### src/rtl/prf_pkg.sv
`default_nettype none

package prf_pkg;

  // Fixed field widths of the stream payloads.
  localparam int unsigned PAGE_IN_W   = 16;
  localparam int unsigned FRAME_IDX_W = 2;
  localparam int unsigned EVICT_W     = 16;
  localparam int unsigned FAULT_W     = 16;
  localparam int unsigned OUT_DATA_W  = 40;

  // Input item kind, carried on s_tuser.
  typedef enum logic {
    OP_REFERENCE = 1'b0,
    OP_FLUSH     = 1'b1
  } opcode_t;

  // Replacement policy register values.
  typedef enum logic {
    POLICY_FIFO = 1'b0,
    POLICY_LRU  = 1'b1
  } policy_t;

  // Priority flags rippled from frame 0 upward through the cell row.
  typedef struct packed {
    logic match;
    logic empty;
    logic lru;
  } chain_t;

  // Per-beat command broadcast to every cell.
  typedef struct packed {
    logic step;   // reference beat accepted
    logic flush;  // flush beat accepted
    logic load;   // fault: write the page into the used frame
  } cell_ctrl_t;

endpackage

`default_nettype wire

### src/rtl/page_replacement_fifo_lru_top.sv
// Page replacement unit over a row of page frames, FIFO or LRU policy.
// Input stream: s_tdata carries the page number, s_tuser the opcode
// (reference or flush). Output stream: one result beat per input beat with
// hit, frame index, evicted flag, evicted page and the saturating fault count.
// The user must write the policy register through cfg_wen/cfg_wdata while
// idle; the block does not enforce this. Each frame is a cell; lookups ripple
// through the row combinationally, and each result is loaded into the output
// register. Throughput is one beat per cycle while s_tready is high, set by
// the single pass over the cell row. The result register frees in the same
// cycle the receiver takes it, so s_tready falls only while a result waits and
// m_tready is low; the receiver stalling holds the result and the state.
// Reset empties all frames, clears the ranks, the FIFO pointer, the fault
// count and the policy (FIFO); no clearing pass is needed.
`default_nettype none

module page_replacement_fifo_lru_top #(
  parameter int unsigned FRAMES    = 4,
  parameter int unsigned PAGE_BITS = 16
) (
  input  wire         clk,
  input  wire         rst,
  // Configuration: policy_mode
  input  wire         cfg_wen,
  input  wire         cfg_wdata,
  // Input stream
  input  wire         s_tvalid,
  output logic        s_tready,
  input  wire  [15:0] s_tdata,   // [15:0] page
  input  wire         s_tuser,   // [0] opcode
  // Output stream
  output logic        m_tvalid,
  input  wire         m_tready,
  // [0] hit, [2:1] frame_index, [3] evicted_valid, [19:4] evicted_page,
  // [35:20] fault_count, [39:36] zero
  output logic [39:0] m_tdata
);

  localparam int unsigned IW = (FRAMES > 1) ? $clog2(FRAMES) : 1;
  localparam int unsigned RW = (FRAMES > 1) ? $clog2(FRAMES) : 1;
  localparam int unsigned PW = (PAGE_BITS < prf_pkg::PAGE_IN_W) ?
                               PAGE_BITS : prf_pkg::PAGE_IN_W;
  localparam logic [IW-1:0] LAST_IDX = IW'(FRAMES - 1);

  prf_pkg::policy_t    policy_mode;
  logic [IW-1:0]       fifo_ptr;
  logic [IW-1:0]       fifo_ptr_next;
  logic [prf_pkg::FAULT_W-1:0] fault_total;
  logic [prf_pkg::FAULT_W-1:0] fault_total_next;
  logic                out_valid;
  logic [prf_pkg::OUT_DATA_W-1:0] out_data;
  logic [prf_pkg::OUT_DATA_W-1:0] out_data_next;

  logic                accept;
  logic                is_flush;
  logic [PW-1:0]       req_page;
  prf_pkg::cell_ctrl_t ctrl;

  prf_pkg::chain_t     chain   [FRAMES+1];
  logic [IW-1:0]       m_idx   [FRAMES+1];
  logic [IW-1:0]       e_idx   [FRAMES+1];
  logic [IW-1:0]       l_idx   [FRAMES+1];
  logic [RW+PW-1:0]    sel_acc [FRAMES+1];

  logic                hit;
  logic                any_empty;
  logic                evict;
  logic [IW-1:0]       used_idx;
  logic [RW:0]         old_rank;
  logic [RW-1:0]       sel_rank;
  logic [PW-1:0]       sel_page;

  // Handshake and command decode.
  assign s_tready = !out_valid || m_tready;
  assign accept   = s_tvalid && s_tready;
  assign is_flush = (prf_pkg::opcode_t'(s_tuser) == prf_pkg::OP_FLUSH);
  assign req_page = s_tdata[PW-1:0];

  assign ctrl.step  = accept && !is_flush;
  assign ctrl.flush = accept && is_flush;
  assign ctrl.load  = accept && !is_flush && !hit;

  // Chain heads.
  assign chain[0]   = '0;
  assign m_idx[0]   = '0;
  assign e_idx[0]   = '0;
  assign l_idx[0]   = '0;
  assign sel_acc[0] = '0;

  // Row of frame cells.
  for (genvar g = 0; g < FRAMES; g++) begin : g_cell
    prf_cell #(
      .FRAMES (FRAMES),
      .PW     (PW),
      .INDEX  (g)
    ) u_cell (
      .clk           (clk),
      .rst           (rst),
      .ctrl          (ctrl),
      .req_page      (req_page),
      .used_idx      (used_idx),
      .old_rank      (old_rank),
      .chain_in      (chain[g]),
      .match_idx_in  (m_idx[g]),
      .empty_idx_in  (e_idx[g]),
      .lru_idx_in    (l_idx[g]),
      .sel_in        (sel_acc[g]),
      .chain_out     (chain[g+1]),
      .match_idx_out (m_idx[g+1]),
      .empty_idx_out (e_idx[g+1]),
      .lru_idx_out   (l_idx[g+1]),
      .sel_out       (sel_acc[g+1])
    );
  end

  // Pick the frame used by this reference.
  assign hit       = chain[FRAMES].match;
  assign any_empty = chain[FRAMES].empty;
  assign evict     = !hit && !any_empty;
  assign sel_rank  = sel_acc[FRAMES][RW+PW-1:PW];
  assign sel_page  = sel_acc[FRAMES][PW-1:0];

  always_comb begin
    if (hit) begin
      used_idx = m_idx[FRAMES];
    end else if (any_empty) begin
      used_idx = e_idx[FRAMES];
    end else if (policy_mode == prf_pkg::POLICY_LRU) begin
      used_idx = l_idx[FRAMES];
    end else begin
      used_idx = fifo_ptr;
    end
  end

  // A freshly filled frame counts as older than every valid frame.
  assign old_rank = (!hit && any_empty) ? (RW+1)'(FRAMES) : {1'b0, sel_rank};

  // FIFO pointer and fault count.
  always_comb begin
    fifo_ptr_next    = fifo_ptr;
    fault_total_next = fault_total;
    if (ctrl.flush) begin
      fifo_ptr_next    = '0;
      fault_total_next = '0;
    end else if (ctrl.step && !hit) begin
      if (evict && policy_mode == prf_pkg::POLICY_FIFO) begin
        fifo_ptr_next = (fifo_ptr == LAST_IDX) ? '0 : IW'(fifo_ptr + 1'b1);
      end
      if (fault_total != '1) begin
        fault_total_next = fault_total + 1'b1;
      end
    end
  end

  always_ff @(posedge clk) begin
    if (rst) begin
      fifo_ptr    <= '0;
      fault_total <= '0;
    end else begin
      fifo_ptr    <= fifo_ptr_next;
      fault_total <= fault_total_next;
    end
  end

  // Policy register.
  always_ff @(posedge clk) begin
    if (rst) begin
      policy_mode <= prf_pkg::POLICY_FIFO;
    end else if (cfg_wen) begin
      policy_mode <= prf_pkg::policy_t'(cfg_wdata);
    end
  end

  // Result beat assembly.
  always_comb begin
    if (is_flush) begin
      out_data_next = '0;
    end else begin
      out_data_next = {4'b0000,
                       fault_total_next,
                       evict ? prf_pkg::EVICT_W'(sel_page) : {prf_pkg::EVICT_W{1'b0}},
                       evict,
                       prf_pkg::FRAME_IDX_W'(used_idx),
                       hit};
    end
  end

  // Output register.
  always_ff @(posedge clk) begin
    if (rst) begin
      out_valid <= 1'b0;
    end else if (accept) begin
      out_valid <= 1'b1;
    end else if (m_tready) begin
      out_valid <= 1'b0;
    end
  end

  always_ff @(posedge clk) begin
    if (accept) begin
      out_data <= out_data_next;
    end
  end

  assign m_tvalid = out_valid;
  assign m_tdata  = out_data;

`ifndef SYNTHESIS
  // A result never reports both a hit and an eviction.
  a_hit_no_evict: assert property (@(posedge clk) disable iff (rst)
    out_valid |-> !(out_data[0] && out_data[3]))
    else $error("result reports hit and eviction together");

  // A flush result carries a zero fault count.
  a_flush_zero: assert property (@(posedge clk) disable iff (rst)
    ctrl.flush |=> (out_data == '0 && fault_total == '0))
    else $error("flush did not clear the fault count");

  // The FIFO pointer stays inside the frame row.
  a_ptr_range: assert property (@(posedge clk) disable iff (rst)
    fifo_ptr <= LAST_IDX)
    else $error("FIFO pointer out of range");

  // An LRU eviction only happens when an oldest frame was found.
  a_evict_lru: assert property (@(posedge clk) disable iff (rst)
    (ctrl.step && evict && policy_mode == prf_pkg::POLICY_LRU) |-> chain[FRAMES].lru)
    else $error("LRU eviction without an oldest frame");
`endif

endmodule

`default_nettype wire

### src/rtl/prf_cell.sv
`default_nettype none

module prf_cell #(
  parameter int unsigned FRAMES = 4,
  parameter int unsigned PW     = 16,
  parameter int unsigned INDEX  = 0,
  localparam int unsigned IW    = (FRAMES > 1) ? $clog2(FRAMES) : 1,
  localparam int unsigned RW    = (FRAMES > 1) ? $clog2(FRAMES) : 1
) (
  input  wire                       clk,
  input  wire                       rst,
  input  wire prf_pkg::cell_ctrl_t  ctrl,
  input  wire [PW-1:0]              req_page,
  input  wire [IW-1:0]              used_idx,
  input  wire [RW:0]                old_rank,
  input  wire prf_pkg::chain_t      chain_in,
  input  wire [IW-1:0]              match_idx_in,
  input  wire [IW-1:0]              empty_idx_in,
  input  wire [IW-1:0]              lru_idx_in,
  input  wire [RW+PW-1:0]           sel_in,
  output prf_pkg::chain_t           chain_out,
  output logic [IW-1:0]             match_idx_out,
  output logic [IW-1:0]             empty_idx_out,
  output logic [IW-1:0]             lru_idx_out,
  output logic [RW+PW-1:0]          sel_out
);

  localparam logic [IW-1:0] MY_IDX    = IW'(INDEX);
  localparam logic [RW-1:0] LAST_RANK = RW'(FRAMES - 1);

  logic          valid;
  logic [PW-1:0] page;
  logic [RW-1:0] rank;

  logic match_here;
  logic empty_here;
  logic lru_here;
  logic sel;

  // Local lookups on the stored frame.
  assign match_here = valid && (page == req_page);
  assign empty_here = !valid;
  assign lru_here   = valid && (rank == LAST_RANK);
  assign sel        = (used_idx == MY_IDX);

  // Lowest index wins: a lower cell that already found one keeps its index.
  always_comb begin
    chain_out.match = chain_in.match | match_here;
    chain_out.empty = chain_in.empty | empty_here;
    chain_out.lru   = chain_in.lru   | lru_here;
    match_idx_out   = chain_in.match ? match_idx_in : MY_IDX;
    empty_idx_out   = chain_in.empty ? empty_idx_in : MY_IDX;
    lru_idx_out     = chain_in.lru   ? lru_idx_in   : MY_IDX;
  end

  // The selected cell drives its rank and page onto the collection chain.
  assign sel_out = sel_in | (sel ? {rank, page} : '0);

  // Valid bit.
  always_ff @(posedge clk) begin
    if (rst || ctrl.flush) begin
      valid <= 1'b0;
    end else if (ctrl.load && sel) begin
      valid <= 1'b1;
    end
  end

  // Page store, written on a fault into this frame.
  always_ff @(posedge clk) begin
    if (ctrl.load && sel) begin
      page <= req_page;
    end
  end

  // Recency rank: the used frame becomes newest, younger valid frames age by one.
  always_ff @(posedge clk) begin
    if (rst || ctrl.flush) begin
      rank <= '0;
    end else if (ctrl.step) begin
      if (sel) begin
        rank <= '0;
      end else if (valid && ({1'b0, rank} < old_rank)) begin
        rank <= rank + 1'b1;
      end
    end
  end

`ifndef SYNTHESIS
  // A frame that is not valid (never filled, or flushed) keeps the newest rank.
  a_invalid_rank_zero: assert property (@(posedge clk) disable iff (rst)
    !valid |-> rank == '0)
    else $error("invalid frame holds a nonzero rank");

  // After a fault loads this frame it is valid and newest.
  a_load_newest: assert property (@(posedge clk) disable iff (rst)
    (ctrl.load && sel && !ctrl.flush) |=> (valid && rank == '0))
    else $error("loaded frame is not valid and newest");

  // A flushed frame is empty on the next cycle.
  a_flush_empty: assert property (@(posedge clk) disable iff (rst)
    ctrl.flush |=> !valid)
    else $error("frame still valid after flush");
`endif

endmodule

`default_nettype wire

### config.mk
export PLATFORM = sky130hd
export DESIGN_NAME = page_replacement_fifo_lru_top
export DESIGN_NICKNAME = d
export VERILOG_FILES = /design/src/rtl/prf_pkg.sv /design/src/rtl/page_replacement_fifo_lru_top.sv /design/src/rtl/prf_cell.sv
export SDC_FILE = /design/constraint.sdc
export NUM_CORES = 1
export LEC_CHECK = 0
export ABC_AREA = 1
export BUFFER_PORTS_ARGS = -buffer_cell sky130_fd_sc_hd__buf_2
export CORE_ASPECT_RATIO = 0.6
export CORE_MARGIN = 4
export CORE_UTILIZATION = 66
export CTS_BUF_LIST = sky130_fd_sc_hd__clkbuf_8
export CTS_CLUSTER_DIAMETER = 120
export CTS_CLUSTER_SIZE = 16
export DETAILED_ROUTE_END_ITERATION = 12
export PLACE_DENSITY = 0.9
export SETUP_SLACK_MARGIN = 0.1
export SLEW_MARGIN = 5
export SYNTH_ARGS = -nofsm -noshare
export SYNTH_HDL_FRONTEND = slang
export SYNTH_SLANG_ARGS = --single-unit
### constraint.sdc
create_clock -name clk -period 6.4 [get_ports clk]
set_clock_uncertainty 0.05 [all_clocks]
set_input_delay 0.32 -clock clk [delete_from_list [all_inputs] [get_ports clk]]
set_output_delay 0.32 -clock clk [all_outputs]
set_load 0.02 [all_outputs]
## Word level (Yosys, flattened, before mapping)

Cells that the tools add are included.

- Add/subtract/negate cells: 6
- Reduce and logical (&&, ||, !) cells: 45
- Bitwise operators: 13
- Order comparisons: 4
- Equality and inequality tests: 12
- Multiplexer cells: 31

Operator list:

| operator | number |
|---|---|
| 2-to-1 mux 18 bit | 4 |
| == test 16 bit | 4 |
| OR 18 bit | 3 |
| 2-to-1 mux 16 bit | 3 |
| 2-to-1 mux 2 bit | 18 |
| logical AND 1 bit | 22 |
| adder 16 x 1 -> 16 bit (second input constant) | 1 |
| != test 16 bit (second input constant) | 1 |
| == test 2 bit (second input constant) | 6 |
| less-than comparator 2 x 3 -> 1 bit | 4 |
| adder 2 x 1 -> 2 bit (second input constant) | 5 |
| AND reduction 2 bit | 5 |
| nonzero test 2 bit | 5 |
| zero test 1 bit | 8 |
| OR 1 bit | 8 |
| 2-to-1 mux 1 bit | 5 |
| OR reduction 2 bit | 2 |
| 2-to-1 mux 3 bit | 1 |
| == test 2 x 1 -> 1 bit (second input constant) | 1 |
| zero test 2 bit | 1 |
| logical OR 1 bit | 2 |
| NOT 1 bit | 2 |

- Flip-flop bits (word level): 136
- Bits of input ports: 23
- Word-level logic and storage cells: 130

## Depth between registers and ports, before layout

Gate-level depths: netlist of the first run.

- Depth in word-level cells: 18
- Mapped depth: 28
- Mapped depth without buffers: 27

## Cells and area by module

From an unflattened synthesis of the first run, not the netlist that was laid out.

- Cell total of the unflattened synthesis: 920
- Area total of the unflattened synthesis: 7587.3 sq um

By module, submodules not included:

| module | cells each | seq. area each (sq um) | area an instance (sq um) | instances |
|---|---|---|---|---|
| page_replacement_fifo_lru_top | 300 | 1481.4 | 2666.3 | 1 |
| prf_cell (g_cell[1].u_cell ...) | 163 | 540.5 | 1236.2 | 2 |
| prf_cell (g_cell[3].u_cell) | 145 | 540.5 | 1229.9 | 1 |
| prf_cell (g_cell[0].u_cell) | 149 | 540.5 | 1218.7 | 1 |

## Worst setup path after synthesis of the first run

OpenSTA, ideal clock, no wires.

- Path kind: register -> register
- Start: register g_cell[3].u_cell.page[2]
- End: register g_cell[3].u_cell.rank[1]
- Slack: 3545 ps
- Buffers on the path: 1
- Data required time: 6237 ps
- Period minus slack after synthesis: 2855 ps
- Arrival time: 2692 ps
- Stages on the path, launching flop included: 23
- Cell sequence: edfxtp_1 > xor2_1 > nor3_1 > nand3_2 > nand2_2 > nor2_4 > nand2_2 > nand2_4 > inv_2 > nor2_1 > inv_1 > buf_2 > o22ai_1 > o21ai_0 > ha_1 > inv_1 > nor2_1 > nand2_1 > nand2_1 > nand2_1 > nand3_1 > nand3_1 > nand2_1

- Cells in the longest elaborated chain, start to end: 14

RTL lines:

| item | line | source |
|---|---|---|
| start: declaration | prf_cell.sv:32 | `logic [PW-1:0] page;` |
| start signal: assignment | prf_cell.sv:71 | `page <= req_page;` |
| == test 16 bit * | prf_cell.sv:41 | `assign match_here = valid && (page == req_page);` |
| logical AND 1 bit * | prf_cell.sv:41 |  |
| OR 1 bit * | prf_cell.sv:48 | `chain_out.match = chain_in.match \| match_here;` |
| 2-to-1 mux 2 bit | page_replacement_fifo_lru_top.sv:123 | `if (hit) begin` |
| == test 2 x 1 -> 1 bit / zero test 2 bit (equally long branches) | prf_cell.sv:44 | `assign sel = (used_idx == MY_IDX);` |
| 2-to-1 mux 18 bit | prf_cell.sv:57 | `assign sel_out = sel_in \| (sel ? {rank, page} : '0);` |
| OR 18 bit (3 in series) | prf_cell.sv:57 |  |
| 2-to-1 mux 3 bit | page_replacement_fifo_lru_top.sv:135 | `assign old_rank = (!hit && any_empty) ? (RW+1)'(FRAMES) : {1'b0, sel_rank};` |
| less-than comparator 2 x 3 -> 1 bit | prf_cell.sv:82 | `end else if (valid && ({1'b0, rank} < old_rank)) begin` |
| logical AND 1 bit | prf_cell.sv:82 |  |
| nonzero test 2 bit (no source line) | n/a |  |
| AND reduction 2 bit (no source line) | n/a |  |
| end signal: assignment | prf_cell.sv:83 | `rank <= rank + 1'b1;` |
| end: declaration | prf_cell.sv:33 | `logic [RW-1:0] rank;` |

Every way passes the cells marked *; elsewhere a longest branch is shown, timed or not.
A chain may end at the register's enable or synchronous reset.

## Final worst setup path of the first run

- Start: register g_cell[3].u_cell.page[10]
- End: register g_cell[0].u_cell.rank[0]

- Cells in the longest elaborated chain, start to end: 14

RTL lines:

| item | line |
|---|---|
| == test 16 bit * | prf_cell.sv:41 |
| logical AND 1 bit * | prf_cell.sv:41 |
| OR 1 bit * | prf_cell.sv:48 |
| 2-to-1 mux 2 bit | page_replacement_fifo_lru_top.sv:123 |
| == test 2 x 1 -> 1 bit / zero test 2 bit (equally long branches) | prf_cell.sv:44 |
| 2-to-1 mux 18 bit | prf_cell.sv:57 |
| OR 18 bit (3 in series) | prf_cell.sv:57 |
| 2-to-1 mux 3 bit | page_replacement_fifo_lru_top.sv:135 |
| less-than comparator 2 x 3 -> 1 bit | prf_cell.sv:82 |
| logical AND 1 bit | prf_cell.sv:82 |
| nonzero test 2 bit (no source line) | n/a |
| AND reduction 2 bit (no source line) | n/a |
| end signal: assignment | prf_cell.sv:83 |
| end: declaration | prf_cell.sv:33 |

Marks and branches as above.

==> results of run 1 <==
[Yosys cell counts, drive strengths merged, types with 7 or more instances]
cell type | count | area (um2)
nor2 | 119 | 497
buf | 10 | 66.3
inv | 107 | 402
xnor2 | 8 | 70.1
o22ai | 9 | 56.3
nand3 | 22 | 125
dfxtp | 32 | 641
o21ai | 27 | 139
nor3 | 7 | 35.0
a21oi | 30 | 150
nand2 | 223 | 877
ha | 9 | 113
edfxtp | 100 | 3000
xor2 | 18 | 158
[final cells by class]
type / instances / area, um2
Sequential cell: 132 / 3640
Timing Repair Buffer: 65 / 338
Multi-Input combinational cell: 504 / 2450
Clock buffer: 17 / 234
Fill cell: 606 / 1970
Tap cell: 130 / 163
Clock inverter: 15 / 225
Inverter: 107 / 402
[worst max path at each step]
stage	slack (ns)	to	cells after the start	start
2_1_floorplan	3.54	g_cell[3].u_cell.rank[1]$_SDFFE_PP0P_	22	g_cell[3].u_cell.page[2]$_DFFE_PP_
3_3_place_gp	2.13	g_cell[1].u_cell.rank[1]$_SDFFE_PP0P_	26	s_tdata[9]
3_5_place_dp	1.92	g_cell[0].u_cell.rank[0]$_SDFFE_PP0P_	28	s_tdata[10]
4_1_cts	2.01	g_cell[0].u_cell.rank[0]$_SDFFE_PP0P_	26	g_cell[3].u_cell.page[8]$_DFFE_PP_
5_1_grt	1.50	g_cell[2].u_cell.rank[1]$_SDFFE_PP0P_	26	g_cell[3].u_cell.page[10]$_DFFE_PP_
6_report	1.76	g_cell[0].u_cell.rank[0]$_SDFFE_PP0P_	26	g_cell[3].u_cell.page[10]$_DFFE_PP_
[cell families (layout without fill, tap and decap cells)]
| family | Yosys count | in the layout |
|---|---|---|
| and+or+nand+nor | 380 | 380 |
| other | 1 | 4 |
| adders and majority gates | 9 | 9 |
| DFF | 132 | 132 |
| AOI/OAI and AO/OA | 85 | 85 |
| buffers and inverters | 121 | 204 |
| xor gates and xnor gates | 26 | 26 |
[layer usage]
layer,up-vias,GRT usage,routed length (um)
met2,421,0.475,7950
met5,-,0,0
met1,2603,0.440,7090
met4,0,0.117,461
li1,2579,-,-
met3,47,0.120,2720
[stage by stage]
step	worst slack, ns	cells	util
after floorplan	3.54	757	-
after global placement	2.13	938	0.743
after detailed placement	1.92	938	0.743
after CTS	2.01	970	0.791
after global routing	1.50	970	0.791
final	1.76	970	0.791
[layout by cell type, fill, tap and decap left out, types with 5 or more instances in the layout]
master / instances
nand2_1: 211
nor2_1: 111
edfxtp_1: 100
inv_1: 87
buf_2: 60
dfxtp_1: 32
a21oi_1: 30
inv_2: 21
nand3_1: 19
xor2_1: 18
o21ai_0: 18
clkbuf_8: 17
nand2_2: 10
o22ai_1: 9
ha_1: 9
xnor2_1: 8
o21ai_1: 8
nor3_1: 7
nor2_4: 6
bufinv_16: 5
inv_6: 5
buf_4: 5
[worst reg2reg max path: stages (launching register included)]
cell and delay [ns]:
edfxtp_1 0.43, nand2_1 0.10, nand2_1 0.06, nor2_1 0.16, nand2_1 0.08, nor2_1 0.31, inv_1 0.08, nor2_1 0.11
nand2_1 0.05, nand2_1 0.07, nand2_2 0.09, nand2_4 0.12, inv_2 0.07, nor2_1 0.73, inv_1 0.57, o22ai_1 0.23
o21ai_0 0.23, ha_1 0.36, inv_1 0.04, nor2_1 0.11, nand2_1 0.07, nand2_1 0.06, nand2_1 0.06, nand2_2 0.10
nand2_1 0.06, nand2_1 0.07, nor2_1 0.06
[power by group through the flow]
stage          sequential [uW]  clock, uW  combinational (uW)
3_5_place_dp               969          0                 145
3_3_place_gp               968          0                 141
5_1_grt                    951        862                 163
6_report                   950        818                 151
4_1_cts                    949        816                 147
2_1_floorplan              983          0                75.7
[sequential cells by signal (all words and copies together), names as in the netlist]
name                 cells
fifo_ptr                 2
policy_mode              1
g_cell.u_cell.valid      4
g_cell.u_cell.page      64
m_tdata                 36
g_cell.u_cell.rank       8
fault_total             16
m_tvalid                 1
==> reports/metrics.yaml, run 1 <==
status:
  status: "finished, final reports clean"
route:
  wire_per_inst_um: 18.8
  drc: 0
  ant_nets: 0
  vias_per_cell: 5.82
  vias: 5650
  first_pass_iters: 6
  dr.first_iter.drc_count: 900
  wl_mm: 18.2
sta:
  whs_ns: 0.0250
  timing.fmax_mhz: 216
  worst_slew_pin_slew_ns: 0.963
  finalCriticalPeriod_ns: 4.64
  finalCritPeriodShare: 0.725
  tns_ns: 0
  maxSlewViolCount: 0
  finalSetupViolations: 0
  rsz0062_at_grt: "no"
  finalHoldViolations: 0
  slew_headroom: 0.355
pwr:
  power.density_nw_per_um2: 257
  clkPwrFrac: 0.426
  total_power_uw: 1920
  sw_frac_of_total: 0.245
  p_int_uw: 1450
  p_sw_uw: 470
  ir_drop_mv: 0.199
  power.leakage_uw: 0.00327
  p_seq_frac: 0.495
  p_comb_frac: 0.079
floorplanning:
  die_y_um: 85.3
  initial_core_util: 0.697
  dieArea_um2: 11700
  ios: 65
  placementRows: 27
  core_area_um2: 9430
  die_w_um: 137
setup_path:
  worstReg2RegEnd: "g_cell[0].u_cell.rank[0]$_SDFFE_PP0P_"
  cp_common_cell: "nand2_1"
  arrival_ns: 4.92
  r2r-start: "g_cell[3].u_cell.page[10]$_DFFE_PP_"
  start_kind: "flip-flop"
  cp_top_family: "simple AND/OR/NAND/NOR gates"
  critPathBufInv: 4
  crit_fanout: 11
  r2r_setup_slack_ns: 1.76
  critPathMaxStageDelay_ns: 0.73
  crit_slowest_cell: "nor2_1"
  end_kind: "flip-flop"
  path_class: "reg2reg"
  r2r_cells: 26
  cp_data_required_time_ns: 6.69
global_routing:
  grt_overflow: 0
  grt_pass1_vias: 5418
  grt_max_degree: 28
  grt_use_total: 0.323
  antenna_found_initial: 0
  grt_pass1_wl_mm: 28.2
logic_synthesis:
  synth_top_family_by_area: "simple AND/OR/NAND/NOR gates"
  synth-seq-cells: 132
  synth-xor-area-share: 0.0347
  yosys.area_share.simple: 0.243
  ys.flop_type: "edfxtp_1"
  yosysWarnings: 0
  post_synth_fa_ha_maj_area_fraction: 0.0171
  synth_cell_types: 41
  synth-edff-count: 100
  synthArstFlopShare: 0
  synth_compound_area_frac: 0.0764
  synthesis.instances: 754
  syn_avg_cell_area_um2: 8.71
  syn_area_um2: 6570
  muxShareOfSynthArea: 0
  synth.yosys.seq_area_share: 0.555
clocking:
  clkLatencyLatePin_ns: 0.44
  cts.sinks: 132
  numCtsBuffers: 17
  cts_tree: "yes"
  cts-root-buf: "clkbuf_8"
  cts_setup_buffers: 0
  clk_pin_slew_ns: 0.08
  hold_buffers: 0
  clockBufferDepth: 2
  post_cts_resize_count: 0
  ctsHtreeMaxLevel: 4
min_path:
  hp-start: "cfg_wen"
  hp-class: "in2reg"
  holdPathStages: 2
  holdPathEnd: "policy_mode$_SDFFE_PP0P_"
place:
  hpwl_mm: 12.7
  port_buffers: 60
  gp_congestion: 0.934
  dpl_cell_area_um2: 7000
cells_and_area:
  final_nets: 859
  final_area_um2: 7460
  num_antenna_cells: 0
  drive_gt1_frac: 0.170
  area.growth.synth_to_final_pct: 13.5
run:
  drv_cap: 0
No activity file was read; power rests on OpenSTA's default activity.
==> run 2: changes to the inputs <==
ABC_AREA = 0   (was 1)
CORE_UTILIZATION = 55   (was 66)
PLACE_DENSITY = 0.8   (was 0.9)
clock period = 4.2 ns   (was 6.4 ns; I/O delays follow)
==> run 2 against run 1 <==
Compared with the run above: setup slack worse by 1.4 ns; flip-flop and latch count is the same; register-to-register slack got worse by 1.4 ns; sequential power grew 52%; synthesized area down 3.4%; synthesized cell count down 28%; cell area fell by 2.2%; routed wire length decreased by 18%; clock power grew 33%; largest cell class unchanged.
==> reports/metrics.yaml, run 2 <==
min_path:
  hp-start: "s_tdata[11]"
  holdPathEnd: "g_cell[2].u_cell.page[11]$_DFFE_PP_"
  holdPathStages: 1  # -1
  hp-class: "in2reg"
global_routing:
  antenna_found_initial: 0  # unchanged
  grt_use_total: 0.229  # -0.0935
  grt_pass1_vias: 4442  # -18%
  grt_max_degree: 52  # +86%
  grt_overflow: 0  # unchanged
  grt_pass1_wl_mm: 23.7  # -16%
route:
  vias_per_cell: 5.94  # +1.9%
  vias: 4679  # -17%
  dr.first_iter.drc_count: 497  # -45%
  drc: 0  # unchanged
  wire_per_inst_um: 19.0  # +1.2%
  ant_nets: 0  # unchanged
  first_pass_iters: 5  # -1
  wl_mm: 15.0  # -18%
setup_path:
  start_kind: "flip-flop"
  r2r_cells: 14  # -46%
  crit_fanout: 8  # -3
  path_class: "reg2reg"
  cp_data_required_time_ns: 4.53  # -2.16 ns
  worstReg2RegEnd: "g_cell[0].u_cell.rank[1]$_SDFFE_PP0P_"
  end_kind: "flip-flop"
  r2r-start: "g_cell[0].u_cell.page[1]$_DFFE_PP_"
  arrival_ns: 4.18  # -0.74 ns
  r2r_setup_slack_ns: 0.35  # -1.42 ns
logic_synthesis:
  yosysTopAreaCellShare: 0.473  # +0.0160
  ys.flop_type: "edfxtp_1"
  synthArstFlopShare: 0  # unchanged
  synth_commonest_cells: "100 x edfxtp_1, 63 x nor2_1, 43 x xnor2_1"
  synth_area_leaders: "edfxtp_1 47%, dfxtp_1 10%, xnor2_1 5.9%"
  synth-edff-count: 100  # unchanged
  syn_avg_cell_area_um2: 11.7  # +34%
  synth-seq-cells: 132  # unchanged
  synth_cell_types: 52  # +27%
  synthesis.instances: 544  # -28%
  synth_most_common_cell: "edfxtp_1"
  yosysWarnings: 0  # unchanged
  yosysTopAreaCell: "edfxtp_1"
  syn_area_um2: 6350  # -3.4%
  synth.yosys.seq_area_share: 0.574  # +0.0195
sta:
  maxSlewViolCount: 0  # unchanged
  worst_slew_pin_slew_ns: 0.820  # -0.144 ns
  finalCritPeriodShare: 0.918  # +0.193
  timing.fmax_mhz: 259  # +20%
  slew_headroom: 0.452  # +0.0969
  finalSetupViolations: 0  # unchanged
  tns_ns: 0  # unchanged
  finalHoldViolations: 0  # unchanged
  rsz0062_at_grt: "no"
  finalCriticalPeriod_ns: 3.85  # -0.784 ns
floorplanning:
  core_area_um2: 11300  # +20%
  die_w_um: 147  # +7.2%
  die_y_um: 91.2  # +7.0%
  dieArea_um2: 13400  # +15%
  initial_core_util: 0.562  # -0.135
  placementRows: 30  # +11%
  ios: 65  # unchanged
clocking:
  clkLatencyLatePin_ns: 0.45  # about the same
  numCtsBuffers: 17  # unchanged
  clockBufferDepth: 2  # unchanged
  cts_tree: "yes"
  clk_pin_slew_ns: 0.09  # about the same
  ctsHtreeMaxLevel: 4  # unchanged
  cts-root-buf: "clkbuf_8"
  cts.sinks: 132  # unchanged
status:
  status: "finished, final reports clean"
cells_and_area:
  largest_register_ffs: 64  # unchanged
  layout_commonest_cell: "edfxtp_1"
  top_register: "g_cell.u_cell.page"
  area.growth.synth_to_final_pct: 14.9
  ff_latch_area_um2: 3640  # unchanged
  nFillCells: 856  # +41%
  drive_gt1_frac: 0.182  # +0.0113
  final_nets: 647  # -25%
  num_antenna_cells: 0  # unchanged
  multi_input_area_um2: 2570  # +4.7%
  final_cell_mix: "100 x edfxtp_1, 63 x nor2_1, 60 x buf_2"
pwr:
  total_power_uw: 2740  # +43%
  power.leakage_uw: 0.00256  # -22%
  ir_drop_mv: 0.249  # +25%
  power.density_nw_per_um2: 376  # +46%
place:
  hpwl_mm: 10.5  # -17%
  port_buffers: 60  # unchanged
  gp_congestion: 0.912  # -2.4%
run:
  drv_cap: 0  # unchanged
[run 2: metrics by stage]
step	cells	cell area, um2	hold WS, ns	util	worst slack (ns)
2_1_floorplan	547	6360	0.229	-	0.515
5_1_grt	788	7290	0.0292	0.645	0.146
3_5_place_dp	752	6830	0.376	0.605	0.288
3_3_place_gp	752	6830	0.369	0.605	0.494
4_1_cts	788	7270	0.0000275	0.644	0.245
6_report	788	7290	0.0207	0.645	0.345
[run 2: where the power goes]
part           switching, uW  internal, uW
clock network            545           542
logic                    144          67.2
registers               13.4          1430
total                    702          2040
[run 2: area by class of cell]
| class | instances | share of cell area |
|---|---|---|
| tap | 160 | 0.0275 |
| clock inverter | 15 | 0.0230 |
| inverter | 11 | 0.00566 |
| sequential | 132 | 0.500 |
| clock buffer | 17 | 0.0321 |
| multi-input combinational | 378 | 0.352 |
| timing repair buffer | 75 | 0.0597 |
[run 2: critical path, cell delays in order, from the launching register on]
cell and delay [ns]:
edfxtp_1 0.42, xor2_1 0.21, or4_1 0.53, nor4_1 0.34
a32oi_1 0.13, o31a_2 0.21, nor2b_1 0.14, a211oi_1 0.07
a211o_1 0.37, ha_1 0.32, nor2_1 0.04, o21ai_0 0.24
a21boi_2 0.25, mux2_2 0.35, a21oi_1 0.13
[run 2: logic make-up (layout without fill, tap and decap cells)]
| family | Yosys count | in the layout | share of synthesized area |
|---|---|---|---|
| AOI/OAI and AO/OA | 77 | 77 | 0.0879 |
| xor gates and xnor gates | 75 | 75 | 0.104 |
| adders and majority gates | 9 | 9 | 0.0177 |
| buffers and inverters | 37 | 118 | 0.0256 |
| DFF | 132 | 132 | 0.574 |
| muxes | 28 | 28 | 0.0444 |
| other | 1 | 4 | 0.000591 |
| and+or+nand+nor | 185 | 185 | 0.146 |
[run 2: repair_timing]
item                                    4_1_cts  5_1_grt
hold buffers                                  4        0
endpoints found under the hold margin         2        0
endpoints found under the setup margin        0        5
buffers inserted                              0        0
gates resized for setup                       0        5
[run 2: worst max-delay path by stage]
| stage | from | to | slack, ns | cells past startpoint |
|---|---|---|---|---|
| 2_1_floorplan | g_cell[0].u_cell.page[1]$_DFFE_PP_ | g_cell[0].u_cell.rank[1]$_SDFFE_PP0P_ | 0.52 | 15 |
| 3_3_place_gp | s_tdata[8] | g_cell[0].u_cell.rank[1]$_SDFFE_PP0P_ | 0.49 | 15 |
| 3_5_place_dp | s_tdata[8] | g_cell[0].u_cell.rank[1]$_SDFFE_PP0P_ | 0.29 | 15 |
| 4_1_cts | g_cell[2].u_cell.page[0]$_DFFE_PP_ | g_cell[0].u_cell.rank[1]$_SDFFE_PP0P_ | 0.24 | 14 |
| 5_1_grt | g_cell[0].u_cell.page[1]$_DFFE_PP_ | g_cell[0].u_cell.rank[1]$_SDFFE_PP0P_ | 0.15 | 14 |
| 6_report | g_cell[0].u_cell.page[1]$_DFFE_PP_ | g_cell[0].u_cell.rank[1]$_SDFFE_PP0P_ | 0.35 | 14 |
[run 2: per-layer routing]
metal | up-vias | part of all wire | track usage
met1 | 2251 | 0.45 | 0.339
met2 | 270 | 0.42 | 0.318
met4 | 0 | 0.013 | 0.0798
met3 | 26 | 0.12 | 0.0708
li1 | 2132 | - | -
met5 | - | 0 | 0
==> run 3: changes to the inputs <==
ABC_AREA = 1   (was 0)
==> run 3 against run 2 <==
Compared with the run above: sequential power hardly changed; setup slack better by 0.32 ns; critical path depth is 11 higher; critical endpoint is now g_cell[3].u_cell.rank[1]$_SDFFE_PP0P_; clock power is 7% higher; count of clock-buffer cells in the layout is 1 higher; final cell count is 28% higher; combinational power is 11% higher; flip-flop and latch count stayed put.
==> reports/metrics.yaml, run 3 (synthesis gave the netlist of run 1 again) <==
place:
  gp_congestion: 0.968  # +6.2%
  dpl_cell_area_um2: 7080  # +3.6%
  port_buffers: 60  # unchanged
  hpwl_mm: 12.8  # +22%
  place_ws_ns: 0.762  # +0.474 ns
  dp_cells: 974  # +30%
cells_and_area:
  ff_latch_area_um2: 3640  # unchanged
  area.growth.synth_to_final_pct: 14.9  # about the same
  num_antenna_cells: 0  # unchanged
  largest_register_ffs: 64  # unchanged
  multi_input_area_um2: 2450  # -4.5%
  layout_commonest_cell: "nand2_1"
  stdcell_count: 1009  # +28%
  nFillCells: 947  # +11%
  final_area_um2: 7550  # +3.5%
  top_register: "g_cell.u_cell.page"
  final_cell_mix: "211 x nand2_1, 111 x nor2_1, 100 x edfxtp_1"
  drive_gt1_frac: 0.174  # -0.00721
  final_nets: 868  # +34%
clocking:
  post_cts_resize_count: 0  # unchanged
  cts_tree: "yes"
  cts.sinks: 132  # unchanged
  clockBufferDepth: 2  # unchanged
  ctsHtreeMaxLevel: 4  # unchanged
  cts_setup_buffers: 0  # unchanged
  cts-root-buf: "clkbuf_8"
  clkLatencyLatePin_ns: 0.44  # about the same
  clk_pin_slew_ns: 0.08  # about the same
  numCtsBuffers: 17  # unchanged
sta:
  tns_ns: 0  # unchanged
  finalCritPeriodShare: 0.841  # -0.0768
  finalCriticalPeriod_ns: 3.53  # -0.323 ns
  finalSetupViolations: 0  # unchanged
  worst_slew_pin_slew_ns: 0.766  # -0.0533 ns
  slew_headroom: 0.489  # +0.0363
  maxSlewViolCount: 0  # unchanged
  finalHoldViolations: 0  # unchanged
  rsz0062_at_grt: "no"
  finalWorstSetupSlack_ns: 0.668  # +0.323 ns
  timing.fmax_mhz: 283  # +9.1%
floorplanning:
  dieArea_um2: 13800  # +3.3%
  initial_core_util: 0.572  # +0.0102
  placementRows: 30  # unchanged
  ios: 65  # unchanged
  die_w_um: 149  # +1.6%
  core_area_um2: 11500  # +1.7%
  die_y_um: 92.7  # +1.6%
pwr:
  power.leakage_uw: 0.00330  # +29%
  power.density_nw_per_um2: 378  # +0.56%
  ir_drop_mv: 0.220  # -12%
setup_path:
  cp_data_required_time_ns: 4.47  # -0.06 ns
  path_class: "reg2reg"
  start_kind: "flip-flop"
  end_kind: "flip-flop"
  crit_start: "g_cell[0].u_cell.page[9]$_DFFE_PP_"
  r2r_cells: 25  # +11
  r2r_setup_slack_ns: 0.67  # +0.32 ns
  crit_fanout: 11  # +3
  r2r-start: "g_cell[0].u_cell.page[9]$_DFFE_PP_"
  arrival_ns: 3.81  # -0.37 ns
  worstSetupEndpoint: "g_cell[3].u_cell.rank[1]$_SDFFE_PP0P_"
  worstReg2RegEnd: "g_cell[3].u_cell.rank[1]$_SDFFE_PP0P_"
global_routing:
  grt_pass1_wl_mm: 28.0  # +18%
  grt_max_degree: 28  # -46%
  grt_use_total: 0.269  # +0.0398
  grt_overflow: 0  # unchanged
  grt_pass1_vias: 5235  # +18%
  antenna_found_initial: 1  # +1
route:
  drc: 0  # unchanged
  ant_nets: 0  # unchanged
  vias_per_cell: 5.52  # -7.1%
  vias: 5567  # +19%
  dr.first_iter.drc_count: 738  # +48%
  first_pass_iters: 5  # unchanged
  wl_mm: 18.0  # +20%
  wire_per_inst_um: 17.8  # -6.2%
status:
  status: "finished, final reports clean"
min_path:
  hp-class: "in2reg"
run:
  drv_cap: 0  # unchanged
## run 3: cell count changes in the layout (fill, tap and decap cells not counted), sizes merged, moves of 20 or more
cell | before | now
mux2i | 27 | 0
nand2 | 24 | 223
xnor2 | 43 | 8
a21oi | 8 | 30
inv | 18 | 109
nor2 | 63 | 119
nor2b | 20 | 0
a211oi | 33 | 1
## run 3: power by group
group          total, uW  internal, uW  switching, uW
clock               1170           659            511
sequential          1450          1430           14.9
combinational        234          66.0            168
## run 3: final cells by class
type / count / share of cell area
clock buffer: 18 / 0.0328
clock inverter: 14 / 0.0249
inverter: 107 / 0.0532
multi-input combinational: 504 / 0.325
sequential: 132 / 0.483
tap: 160 / 0.0265
timing repair buffer: 74 / 0.0547
## run 3: timing repair
action                     4_1_cts  5_1_grt
hold endpoints to repair         5        0
hold buffers                     3        0
setup endpoints to repair        0        0
## run 3: per-layer routing
layer,wire length [um],GRT usage,vias up
li1,-,-,2595
met1,7540,0.392,2558
met2,7340,0.367,368
met3,2790,0.115,44
met4,305,0.0701,2
met5,13,0,-
## run 3: critical path: stages, from the launching register on
cell and delay (ns):
edfxtp_1 0.42, nand2_1 0.10, nand2_1 0.05, nor2_1 0.24
nand2_1 0.08, nor2_1 0.16, nand3_1 0.14, nand2_2 0.14
nor2_4 0.06, nand2_2 0.09, nand2_4 0.08, inv_2 0.10
nor2_1 0.05, buf_4 0.19, inv_1 0.09, o22ai_1 0.06
o21ai_0 0.44, ha_1 0.33, inv_1 0.05, nor2_1 0.04
nand2_1 0.06, nand2_1 0.05, nand2_1 0.10, nand3_1 0.11
nand3_1 0.11, nand2_1 0.06
## run 3: worst min path at each step
stage | end | slack, ns | cells after the start | from
after floorplan | m_tvalid$_SDFFE_PP0P_ | 0.23 | 1 | rst
after global placement | policy_mode$_SDFFE_PP0P_ | 0.36 | 2 | cfg_wen
after detailed placement | policy_mode$_SDFFE_PP0P_ | 0.36 | 2 | cfg_wen
after CTS | g_cell[2].u_cell.page[9]$_DFFE_PP_ | 0.002 | 1 | s_tdata[9]
after global routing | g_cell[2].u_cell.page[9]$_DFFE_PP_ | 0.01 | 1 | s_tdata[9]
final | g_cell[2].u_cell.page[9]$_DFFE_PP_ | 0.02 | 1 | s_tdata[9]
## run 3: metrics by stage
| stage | hold slack, ns | util | power (uW) |
|---|---|---|---|
| after detailed placement | 0.361 | 0.617 | 1700 |
| after global placement | 0.357 | 0.617 | 1700 |
| final | 0.0211 | 0.657 | 2850 |
| after floorplan | 0.229 | - | 1610 |
| after global routing | 0.0115 | 0.657 | 2940 |
| after CTS | 0.00190 | 0.657 | 2850 |
